==> src/rtl/nfc_card_whitelist_matcher_unit_assert.svh <==
// assertion macros for the card whitelist matcher
`ifndef NFC_CARD_WHITELIST_MATCHER_UNIT_ASSERT_SVH
`define NFC_CARD_WHITELIST_MATCHER_UNIT_ASSERT_SVH

// same-cycle implication, sampled on clk, off while rst_n is low
`define NCWM_ASSERT_SAME(label, ante, cons, msg) \
  label: assert property (@(posedge clk) disable iff (!rst_n) (ante) |-> (cons)) \
    else $error(msg);

// next-cycle implication, sampled on clk, off while rst_n is low
`define NCWM_ASSERT_NEXT(label, ante, cons, msg) \
  label: assert property (@(posedge clk) disable iff (!rst_n) (ante) |=> (cons)) \
    else $error(msg);

`endif

==> src/rtl/ncwm_pkg.sv <==
// shared constants and helpers for the card whitelist matcher
package ncwm_pkg;

  // default number of table entries
  localparam int TABLE_DEPTH_DEF = 32;

  // fixed field widths
  localparam int OUT_IDX_W = 6;
  localparam int ID_W      = 64;

  // frame layout
  localparam logic [4:0] LEN_POS      = 5'd12;
  localparam logic [4:0] POS_MAX      = 5'd31;
  localparam logic [4:0] HDR_LEN      = 5'd4;
  localparam logic [4:0] HDR_FAIL_MIN = 5'd3;
  localparam logic [7:0] MAX_ID_BYTES = 8'd8;

  // operation codes
  localparam logic OP_BYTE = 1'b0;
  localparam logic OP_ARM  = 1'b1;

  // result outcome codes
  typedef enum logic [2:0] {
    OUT_FAIL    = 3'd0,
    OUT_BADLEN  = 3'd1,
    OUT_UNKNOWN = 3'd2,
    OUT_RECOG   = 3'd3,
    OUT_ADDED   = 3'd4,
    OUT_DUP     = 3'd5,
    OUT_FULL    = 3'd6
  } outcome_t;

  // header bytes of a failed-detection notification
  function automatic logic [7:0] hdr_byte(input logic [1:0] idx);
    logic [7:0] b;
    unique case (idx)
      2'd0: b = 8'h60;
      2'd1: b = 8'h07;
      2'd2: b = 8'h01;
      2'd3: b = 8'ha1;
      default: b = 8'h00;
    endcase
    return b;
  endfunction

endpackage

==> src/rtl/nfc_card_whitelist_matcher_unit.sv <==
// top level of the card whitelist matcher: frame parser, table search and enrolment
//
//  channel | handshake              | ports
//  --------+------------------------+-----------------------------------------------
//  input   | start && !busy         | in_operation, in_frame_byte, in_frame_end
//  result  | out_valid (one cycle)  | out_outcome, out_card_id, out_match_index,
//          |                        | out_card_count
//
// an arm request or a frame byte that is not the last is taken at once; busy stays low.
// a rejected frame (failed detection, bad length) reports in the cycle after its last byte.
// a frame with a valid id walks the table through the memory read port, one entry per
// cycle, and stops early on a hit; an empty table skips the walk. the result appears in
// the same cycle that busy drops.
// synchronous active-low reset clears the counters and flags; the table needs no clear.
// results are never held off: out_valid is a single-cycle strobe.
module nfc_card_whitelist_matcher_unit
  import ncwm_pkg::*;
#(
  parameter int TABLE_DEPTH = TABLE_DEPTH_DEF
) (
  input  logic                 clk,
  input  logic                 rst_n,
  input  logic                 start,
  output logic                 busy,
  input  logic                 in_operation,
  input  logic [7:0]           in_frame_byte,
  input  logic                 in_frame_end,
  output logic                 out_valid,
  output logic [2:0]           out_outcome,
  output logic [ID_W-1:0]      out_card_id,
  output logic [OUT_IDX_W-1:0] out_match_index,
  output logic [OUT_IDX_W-1:0] out_card_count
);

  localparam int CNT_W = $clog2(TABLE_DEPTH + 1);
  localparam int IDX_W = (TABLE_DEPTH > 1) ? $clog2(TABLE_DEPTH) : 1;
  localparam int EXT_W = CNT_W + OUT_IDX_W;
  localparam logic [CNT_W-1:0] DEPTH_C = CNT_W'(TABLE_DEPTH);

  typedef enum logic [1:0] {S_IDLE, S_SCAN, S_FIN} state_t;

  state_t             state_r, state_nxt;
  logic [4:0]         pos_r, pos_nxt;
  logic               hdr_r, hdr_nxt;
  logic [7:0]         len_r, len_nxt;
  logic [ID_W-1:0]    acc_r, acc_nxt;
  logic               arm_r, arm_nxt;
  logic [CNT_W-1:0]   count_r, count_nxt;
  logic [ID_W-1:0]    key_r, key_nxt;
  logic [IDX_W-1:0]   addr_r, addr_nxt;
  logic               issue_r, issue_nxt;
  logic               cmp_vld_r, cmp_vld_nxt;
  logic [IDX_W-1:0]   cmp_idx_r, cmp_idx_nxt;
  logic               found_r, found_nxt;
  logic [CNT_W-1:0]   hit_r, hit_nxt;
  logic               out_valid_r, out_valid_nxt;
  logic [2:0]         out_outcome_r, out_outcome_nxt;
  logic [ID_W-1:0]    out_card_id_r, out_card_id_nxt;
  logic [OUT_IDX_W-1:0] out_match_r, out_match_nxt;
  logic [OUT_IDX_W-1:0] out_count_r, out_count_nxt;

  // card table
  logic [ID_W-1:0]    mem_r [TABLE_DEPTH];
  logic [ID_W-1:0]    rd_data_r;
  logic               rd_en;
  logic               wr_en;

  // frame byte decode
  logic               accept;
  logic [8:0]         pos_w;
  logic [7:0]         len_sel;
  logic               len_ok;
  logic [8:0]         id_end;
  logic               take;
  logic [ID_W-1:0]    acc_upd;
  logic               hdr_upd;
  logic               frame_fail;
  logic               frame_bad;
  logic               key_hit;
  logic [CNT_W-1:0]   addr_ext;
  logic [CNT_W-1:0]   cmp_ext;
  logic [CNT_W-1:0]   match_sel;
  logic [CNT_W-1:0]   cnt_sel;
  logic [EXT_W-1:0]   match_ext;
  logic [EXT_W-1:0]   cnt_ext;

  // assertion helpers
  logic               append_go;
  logic               added_out;

  assign busy   = (state_r != S_IDLE);
  assign accept = start && !busy;

  // header, length and id byte tracking
  always_comb begin
    pos_w   = {4'b0000, pos_r};
    len_sel = (pos_r == LEN_POS) ? in_frame_byte : len_r;
    len_ok  = (pos_r >= LEN_POS) && (len_sel != 8'd0) && (len_sel <= MAX_ID_BYTES);
    id_end  = {4'b0000, LEN_POS} + {1'b0, len_sel};
    take    = len_ok && (pos_r > LEN_POS) && (pos_w <= id_end);
    acc_upd = take ? {acc_r[ID_W-9:0], in_frame_byte} : acc_r;
    hdr_upd = hdr_r && !((pos_r < HDR_LEN) && (in_frame_byte != hdr_byte(pos_r[1:0])));
    frame_fail = (pos_r >= HDR_FAIL_MIN) && hdr_upd;
    frame_bad  = !len_ok || (pos_w < id_end);
  end

  assign key_hit  = (rd_data_r == key_r);
  assign addr_ext = CNT_W'(addr_r);
  assign cmp_ext  = CNT_W'(cmp_idx_r);

  // next-state logic
  always_comb begin
    state_nxt       = state_r;
    pos_nxt         = pos_r;
    hdr_nxt         = hdr_r;
    len_nxt         = len_r;
    acc_nxt         = acc_r;
    arm_nxt         = arm_r;
    count_nxt       = count_r;
    key_nxt         = key_r;
    addr_nxt        = addr_r;
    issue_nxt       = issue_r;
    cmp_vld_nxt     = cmp_vld_r;
    cmp_idx_nxt     = cmp_idx_r;
    found_nxt       = found_r;
    hit_nxt         = hit_r;
    out_valid_nxt   = 1'b0;
    out_outcome_nxt = out_outcome_r;
    out_card_id_nxt = out_card_id_r;
    match_sel       = '0;
    cnt_sel         = count_r;
    rd_en           = 1'b0;
    wr_en           = 1'b0;

    unique case (state_r)
      S_IDLE: begin
        if (accept) begin
          if (in_operation == OP_ARM) begin
            arm_nxt = 1'b1;
          end else if (!in_frame_end) begin
            hdr_nxt = hdr_upd;
            len_nxt = len_sel;
            acc_nxt = acc_upd;
            pos_nxt = (pos_r < POS_MAX) ? pos_r + 5'd1 : pos_r;
          end else begin
            // frame end: frame state returns to reset
            pos_nxt = '0;
            hdr_nxt = 1'b1;
            len_nxt = '0;
            acc_nxt = '0;
            if (frame_fail) begin
              out_valid_nxt   = 1'b1;
              out_outcome_nxt = OUT_FAIL;
              out_card_id_nxt = '0;
            end else if (frame_bad) begin
              out_valid_nxt   = 1'b1;
              out_outcome_nxt = OUT_BADLEN;
              out_card_id_nxt = '0;
            end else begin
              key_nxt     = acc_upd;
              found_nxt   = 1'b0;
              hit_nxt     = '0;
              addr_nxt    = '0;
              cmp_vld_nxt = 1'b0;
              if (count_r == '0) begin
                issue_nxt = 1'b0;
                state_nxt = S_FIN;
              end else begin
                issue_nxt = 1'b1;
                state_nxt = S_SCAN;
              end
            end
          end
        end
      end

      S_SCAN: begin
        // read one entry a cycle, compare the previous read
        rd_en       = issue_r;
        cmp_vld_nxt = issue_r;
        cmp_idx_nxt = addr_r;
        if (issue_r) begin
          addr_nxt  = addr_r + 1'b1;
          issue_nxt = (addr_ext + 1'b1) < count_r;
        end
        if (cmp_vld_r && key_hit) begin
          found_nxt   = 1'b1;
          hit_nxt     = cmp_ext + 1'b1;
          issue_nxt   = 1'b0;
          cmp_vld_nxt = 1'b0;
          state_nxt   = S_FIN;
        end else if (cmp_vld_r && !issue_r) begin
          state_nxt = S_FIN;
        end
      end

      S_FIN: begin
        // decide, append on enrolment, report
        state_nxt       = S_IDLE;
        out_valid_nxt   = 1'b1;
        out_card_id_nxt = key_r;
        if (arm_r) begin
          arm_nxt = 1'b0;
          if (found_r) begin
            out_outcome_nxt = OUT_DUP;
            match_sel       = hit_r;
          end else if (count_r >= DEPTH_C) begin
            out_outcome_nxt = OUT_FULL;
          end else begin
            wr_en           = 1'b1;
            count_nxt       = count_r + 1'b1;
            cnt_sel         = count_r + 1'b1;
            match_sel       = count_r + 1'b1;
            out_outcome_nxt = OUT_ADDED;
          end
        end else if (found_r) begin
          out_outcome_nxt = OUT_RECOG;
          match_sel       = hit_r;
        end else begin
          out_outcome_nxt = OUT_UNKNOWN;
        end
      end

      default: begin
        state_nxt = S_IDLE;
      end
    endcase

    match_ext     = EXT_W'(match_sel);
    cnt_ext       = EXT_W'(cnt_sel);
    out_match_nxt = match_ext[OUT_IDX_W-1:0];
    out_count_nxt = cnt_ext[OUT_IDX_W-1:0];
  end

  // state and registered outputs
  always_ff @(posedge clk) begin
    if (!rst_n) begin
      state_r     <= S_IDLE;
      pos_r       <= '0;
      hdr_r       <= 1'b1;
      len_r       <= '0;
      acc_r       <= '0;
      arm_r       <= 1'b0;
      count_r     <= '0;
      issue_r     <= 1'b0;
      cmp_vld_r   <= 1'b0;
      out_valid_r <= 1'b0;
    end else begin
      state_r       <= state_nxt;
      pos_r         <= pos_nxt;
      hdr_r         <= hdr_nxt;
      len_r         <= len_nxt;
      acc_r         <= acc_nxt;
      arm_r         <= arm_nxt;
      count_r       <= count_nxt;
      issue_r       <= issue_nxt;
      cmp_vld_r     <= cmp_vld_nxt;
      out_valid_r   <= out_valid_nxt;
      key_r         <= key_nxt;
      addr_r        <= addr_nxt;
      cmp_idx_r     <= cmp_idx_nxt;
      found_r       <= found_nxt;
      hit_r         <= hit_nxt;
      out_outcome_r <= out_outcome_nxt;
      out_card_id_r <= out_card_id_nxt;
      out_match_r   <= out_match_nxt;
      out_count_r   <= out_count_nxt;
    end
  end

  // table memory, one write and one registered read port
  always_ff @(posedge clk) begin
    if (wr_en) begin
      mem_r[count_r[IDX_W-1:0]] <= key_r;
    end
    if (rd_en) begin
      rd_data_r <= mem_r[addr_r];
    end
  end

  assign out_valid       = out_valid_r;
  assign out_outcome     = out_outcome_r;
  assign out_card_id     = out_card_id_r;
  assign out_match_index = out_match_r;
  assign out_card_count  = out_count_r;

  assign append_go = (state_r == S_FIN) && arm_r && !found_r && (count_r < DEPTH_C);
  assign added_out = out_valid_r && (out_outcome_r == OUT_ADDED);

  `include "nfc_card_whitelist_matcher_unit_assert.svh"

  // an arm transaction leaves enrolment armed
  `NCWM_ASSERT_NEXT(a_arm_set, accept && (in_operation == OP_ARM), arm_r, "arm not set")

  // an append grows the table by exactly one
  `NCWM_ASSERT_NEXT(a_append_count, append_go, count_r == $past(count_r) + 1'b1, "count not grown")

  // an added card is reported at the last table slot
  `NCWM_ASSERT_SAME(a_added_index, added_out, out_match_r == out_count_r, "added index mismatch")

  // a table walk only runs over a non-empty table
  `NCWM_ASSERT_SAME(a_scan_nonempty, state_r == S_SCAN, count_r != '0, "scan of empty table")

endmodule
==> config.mk <==
export PLATFORM = sky130hd
export DESIGN_NAME = nfc_card_whitelist_matcher_unit
export DESIGN_NICKNAME = d
export VERILOG_FILES = /design/src/rtl/ncwm_pkg.sv /design/src/rtl/nfc_card_whitelist_matcher_unit.sv
export VERILOG_INCLUDE_DIRS = /design/src /design/src/rtl
export SDC_FILE = /design/constraint.sdc
export NUM_CORES = 2
export LEC_CHECK = 0
export ABC_CLOCK_PERIOD_IN_PS = 14700
export BUFFER_PORTS_ARGS = -buffer_cell sky130_fd_sc_hd__buf_2
export CAP_MARGIN = 30
export CORE_ASPECT_RATIO = 1.4
export CORE_UTILIZATION = 52
export DETAILED_ROUTE_END_ITERATION = 6
export GPL_ROUTABILITY_DRIVEN = 0
export GPL_TIMING_DRIVEN = 0
export PLACE_DENSITY = 0.71
export SLEW_MARGIN = 0
export SYNTH_ARGS = -nofsm -noshare
export SYNTH_HDL_FRONTEND = slang
export SYNTH_SLANG_ARGS = --single-unit
==> constraint.sdc <==
create_clock -name clk -period 14.7 [get_ports clk]
set_clock_uncertainty 0.2 [all_clocks]
set_input_delay 0.735 -clock clk [delete_from_list [all_inputs] [get_ports clk]]
set_output_delay 0.735 -clock clk [all_outputs]
set_load 0.05 [all_outputs]
Word level (Yosys, flattened, before mapping)
Memories as Yosys holds them, arrays and structs flattened. A register that Yosys moved wholly into a read port is not among the register bits. Cells that the tools add are included.

Flip-flop bits (word level): 250. RAM bits: 2048. Input bits: 13. Output and inout port bits: 81. Logic and storage cells: 179. Memories: 1.

Memories: mem_r (depth 32, width 64, read ports 1, clocked after memory_dff 1, write ports 1, line nfc_card_whitelist_matcher_unit.sv:63) `logic [ID_W-1:0] mem_r [TABLE_DEPTH];`.

Add/sub/neg operators: 6. $lt $le $gt $ge: 10. Equal/unequal tests: 18. Mux-type cells: 89. Bitwise gates (word level): 3. Reduce and logical (&&, ||, !) cells: 33.

Operators with widths (number): 64-bit two-way mux (7); 64-bit one-hot mux with 2 select lines (1); 6-bit two-way mux (14); 64-bit equality test (1); 5-bit two-way mux (8); 8-bit one-hot mux with 4 select lines (1); 1-bit two-way mux (31); 2-bit two-way mux (10); 3-bit two-way mux (6); 6-bit AND reduction (3); 8-bit two-way mux (2); 2-bit != test (second input constant) (8); 8-bit AND reduction (2); 5-bit by 1-bit adder with 6-bit output (second input constant) (2); 6-bit one-hot mux with 2 select lines (1); 5-bit by 1-bit adder with 5-bit output (second input constant) (2); 1-bit logical AND (10); 1-bit one-hot mux with 2 select lines (5); 5-bit one-hot mux with 2 select lines (1); 4-bit by 8-bit adder with 9-bit output (first input constant) (1); 5-bit by 9-bit less-or-equal comparator with 1-bit output (1); 5-bit by 9-bit < comparator with 1-bit output (1); 8-bit by 4-bit less-or-equal comparator with 1-bit output (second input constant) (1); 8-bit != test (1); other kinds (25) (39).

Depth between registers and ports, before layout
Depth in word-level cells: 13. Depth in mapped cells: 18. Depth with buffers taken out: 15.

Worst setup path before layout
OpenSTA, ideal clock, no wires.

Path kind: register -> register. From: register pos_r[0]. To: register out_card_id_r[0] (netlist: out_card_id[0]) (enable). Setup time: 0.588 ns. Data arrival time: 7.340 ns. Data required time: 13.912 ns. Slack: 6.572 ns. Cell stages (with the launch flop): 14. Buffers on the path: 1. Clock period less this slack: 8.128 ns. Cells stage by stage: dfxtp_1 inv_1 ha_1 and4b_1 buf_6 mux2i_2 ha_1 ha_1 a21o_1 a21oi_1 a211oi_1 nand4_1 a21oi_1 nor3b_1.

Word-level cells in the longest chain between the ends: 9. Elaborated cells on any way between the ends: 25. Classes of those cells: 1 x add/sub; 5 x order compare; 6 x eq/ne; 2 x mux; 11 x reduce/logical.

Ends and longest elaborated chain: start: declaration (line nfc_card_whitelist_matcher_unit.sv:43) `logic [4:0] pos_r, pos_nxt;`; start signal: assignment (line nfc_card_whitelist_matcher_unit.sv:250) `pos_r <= pos_nxt;`; branches (longest 7 deep; another with 4-bit by 8-bit adder with 9-bit output); 3-bit != test (no source line) (*); 6-bit AND reduction (no source line) (*); end signal: assignment (line nfc_card_whitelist_matcher_unit.sv:265) `out_card_id_r <= out_card_id_nxt;`; end: declaration (line nfc_card_whitelist_matcher_unit.sv:58) `logic [ID_W-1:0] out_card_id_r, out_card_id_nxt;`.

Mark *: on every way between the ends. The select of a mux whose other input is x is not followed. A chain may end at the register's enable or synchronous reset.

Worst setup path after layout
From: register key_r[57]. To: register hit_r[4] (enable).

Word-level cells in the longest chain between the ends: 4.

Ends and longest elaborated chain: start: declaration (line nfc_card_whitelist_matcher_unit.sv:49) `logic [ID_W-1:0] key_r, key_nxt;`; start signal: assignment (line nfc_card_whitelist_matcher_unit.sv:259) `key_r <= key_nxt;`; 64-bit equality test (line nfc_card_whitelist_matcher_unit.sv:107) `assign key_hit = (rd_data_r == key_r);`; 1-bit logical AND (line nfc_card_whitelist_matcher_unit.sv:186) `if (cmp_vld_r && key_hit) begin`; 2-bit != test (no source line); 8-bit AND reduction (no source line); end signal: assignment (line nfc_card_whitelist_matcher_unit.sv:263) `hit_r <= hit_nxt;`; end: declaration (line nfc_card_whitelist_matcher_unit.sv:55) `logic [CNT_W-1:0] hit_r, hit_nxt;`.

Every way passes these cells.

==> results.tsv <==
stage	metric	value	unit
outcome	status	completed	
detailed_routing	dr.pass1.iters	6	
die	initial_core_util	52.5	%
setup_path	crit_required	14.98	ns
timing	rsz0062_at_grt	no	
setup_path	critical_path.startpoint_type	flop	
die	std_cell_rows	180	
setup_path	r2r-end	hit_r[4]$_SDFFCE_PN0P_	
yosys	synth_area	90400	um2
place	post-place-ws	9.59	ns
place	place.port_buffers	92	
setup_path	rrSetupSlack	9.92	ns
global_route	grt_usage	26.8	%
layout	nets	4432	
cts	cts_resized	0	
layout	fin_cells	6852	
power_and_ir_drop	p_leak	28.3	nW
detailed_routing	drt_iter0_drc	6155	
timing	finalSetupTns	0	ns
yosys	syn_inst	3856	
yosys	ys.warnings.count	0	
cts	cts_num_sinks	2362	
yosys	async_reset_ff_share	0	%
timing	worst_slack	9.92	ns
yosys	yosysSeqAreaShare	77.4	%
cts	clockRootBuffer	clkbuf_16	
detailed_routing	detailroute.via_count	44510	
die	boundaryPins	94	
run	cap_violations	0	
yosys	synth_flop_cell	edfxtp_1	
power_and_ir_drop	power.density	123	nW/um2
power_and_ir_drop	ir_worst_vdd	123	uV
timing	tightest_slew	1.15	ns
place	dp_hpwl	152000	um
layout	area_growth	17.0	%
detailed_routing	drc_errors	0	
cts	cts_buffers	208	
die	die_w	354	um
layout	final_common_cell	edfxtp_1	
global_route	grt.overflow.total	0	
detailed_routing	vias_per_cell	6.50	
detailed_routing	drt-total-wl	234000	um
timing	post-route-period-util	32.5	%
min_path	worstHoldPathCells	2	
yosys	synth_nets	3892	
setup_path	path_max_fanout	34	
cts	insertion_delay	0.85	ns
die	die_h	495	um
timing	slew_headroom	23.2	%
global_route	grt_pass1_wl	329000	um
place	place_inst	6424	
global_route	antenna_found_initial	16	
die	die_area	176000	um2
min_path	hp-class	primary input to flop	
detailed_routing	routedWlPerCell	34.2	um
min_path	min_to	acc_r[7]$_SDFFE_PN0P_	
timing	timing.fmax	209	MHz
yosys	synth_edf_count	2272	
timing	final-setup-viol-count	0	
layout	fillCellCount	11224	
min_path	holdCritStartpoint	in_frame_byte[7]	
global_route	grt_pass1_vias	44676	
cts	path_clk_slew	0.07	ns
setup_path	worst-setup-path-type	flop to flop	
global_route	grt_max_degree	36	
cts	clockBufferDepth	3	
yosys	syn-mean-instance-area	23.5	um2
timing	min_period	4.78	ns
setup_path	r2r-start	key_r[57]$_DFFE_PP_	
cts	htreeDepth	4	
cts	cts_tree	built	
layout	seqCellArea	70000	um2
layout	drive_above_1_share	33.5	%
layout	multiInputGateArea	19600	um2
yosys	yosysUniqueCellTypes	60	
setup_path	reg2reg_depth	8	
timing	slew_viol_final	0	
yosys	ys_ff_latch	2362	
timing	hold_violations	0	
detailed_routing	drt.antenna.violating_nets	0	
setup_path	arrival	5.06	ns
layout	layout_common_cells	edfxtp_1, mux4_2, clkbuf_16	
setup_path	worstSetupEndpointType	flop	
die	core_area	172000	um2
[cell families (layout without fill, tap and decap cells)]
| group | count (synthesis) | count (layout) | synth area share [%] |
|---|---|---|---|
| AOI/OAI and AO/OA | 133 | 133 | 1.27 |
| xor gates and xnor gates | 64 | 64 | 0.620 |
| adders and majority gates | 23 | 23 | 0.318 |
| buffers and inverters | 233 | 949 | 1.21 |
| DFF | 2362 | 2362 | 77.4 |
| muxes | 772 | 772 | 17.6 |
| other | 0 | 5 | 0 |
| and+or+nand+nor | 269 | 269 | 1.56 |
[repair_timing]
action	4_1_cts	5_1_grt
endpoints found under the hold margin	3	0
hold buffers	4	0
setup buffers	0	0
[worst max-delay path: stages (launching register included)]
cell and delay, ns:
edfxtp_1 0.82, xnor2_1 0.87, nand4_1 0.39, nor4_1 0.60, nand4_1 0.20, nor4_1 0.34
clkbuf_2 0.26, nand2b_1 0.16, nor2b_1 0.57
[flip-flops by register name, summed over array words and instances, names as in the netlist, 8 cells and up]
| name | flops |
|---|---|
| out_card_id | 64 |
| mem_r | 2048 |
| acc_r | 64 |
| rd_data_r | 64 |
| key_r | 64 |
| len_r | 8 |
[per-layer routing]
metal | track usage [%] | share of wire, % | vias up
met2 | 43.7 | 50 | 2780
met3 | 5.20 | 10 | 482
met5 | 0 | 0.039 | -
met1 | 35.8 | 36 | 23718
met4 | 11.1 | 4.3 | 14
li1 | - | - | 17516
[worst max path at each step]
stage / startpoint / endpoint / slack, ns / cells after the start
detailed placement: key_r[57]$_DFFE_PP_ / hit_r[3]$_SDFFCE_PN0P_ / 9.59 / 7
global placement: state_r[1]$_SDFFE_PN0P_ / mem_r[12][17]$_DFFE_PP_ / 1.54 / 6
floorplan: pos_r[0]$_SDFFE_PN0P_ / out_card_id[0]$_SDFFCE_PN0P_ / 6.57 / 13
global route: pos_r[0]$_SDFFE_PN0P_ / hit_r[4]$_SDFFCE_PN0P_ / 9.70 / 15
CTS: key_r[57]$_DFFE_PP_ / hit_r[0]$_SDFFCE_PN0P_ / 9.52 / 7
finish: key_r[57]$_DFFE_PP_ / hit_r[4]$_SDFFCE_PN0P_ / 9.92 / 8
[cells in the mapped netlist (9+ instances only)]
master	count	share of area (%)
a21oi_1	12	0.066
nand4_1	13	0.090
buf_2	34	0.19
nor2b_1	14	0.097
nor4_1	13	0.090
buf_1	21	0.087
nor3_1	14	0.077
xor2_1	37	0.36
mux4_2	640	16
inv_1	33	0.14
a32o_1	43	0.48
mux2_2	129	1.6
nand3_1	24	0.13
and2_1	62	0.43
nand2_1	36	0.15
xnor2_1	27	0.26
edfxtp_1	2272	75
dfxtp_1	90	2.0
nor2_1	67	0.28
o21ai_0	13	0.072
ha_1	23	0.32
clkbuf_1	127	0.53
buf_6	9	0.11
a32o_2	22	0.27
[cell type report]
| cell class | instances | share of cell area [%] |
|---|---|---|
| inverters | 34 | 0.121 |
| repair buffers | 330 | 4.86 |
| clock inverters | 143 | 1.54 |
| clock buffers | 243 | 5.16 |
| diodes | 5 | 0.0118 |
| plain buffers | 199 | 0.922 |
| multi-input cells | 1261 | 18.5 |
| flip-flops and latches | 2362 | 66.2 |
| well taps | 2275 | 2.69 |
[metrics by stage]
| stage | util (%) | power [W] | area (um2) | hold WS, ns |
|---|---|---|---|---|
| after detailed placement | 56.8 | 0.00745 | 97800 | 0.253 |
| after global routing | 61.4 | 0.0133 | 106000 | 0.0478 |
| after CTS | 60.9 | 0.0130 | 105000 | 0.00864 |
| after floorplan | - | 0.00743 | 90400 | 0.224 |
| after global placement | 54.4 | 0.00745 | 93700 | 0.236 |
| final | 61.4 | 0.0130 | 106000 | 0.0760 |
[report_power, final]
part	leakage (nW)	total (W)	internal, W	switching [W]
Clock	3.45	0.00570	0.00326	0.00244
Sequential	17.2	0.00726	0.00726	0.00000161
Combinational	7.65	0.0000425	0.00000923	0.0000333
Total	28.3	0.0130	0.0105	0.00248
(Power assumes the default switching activity.)
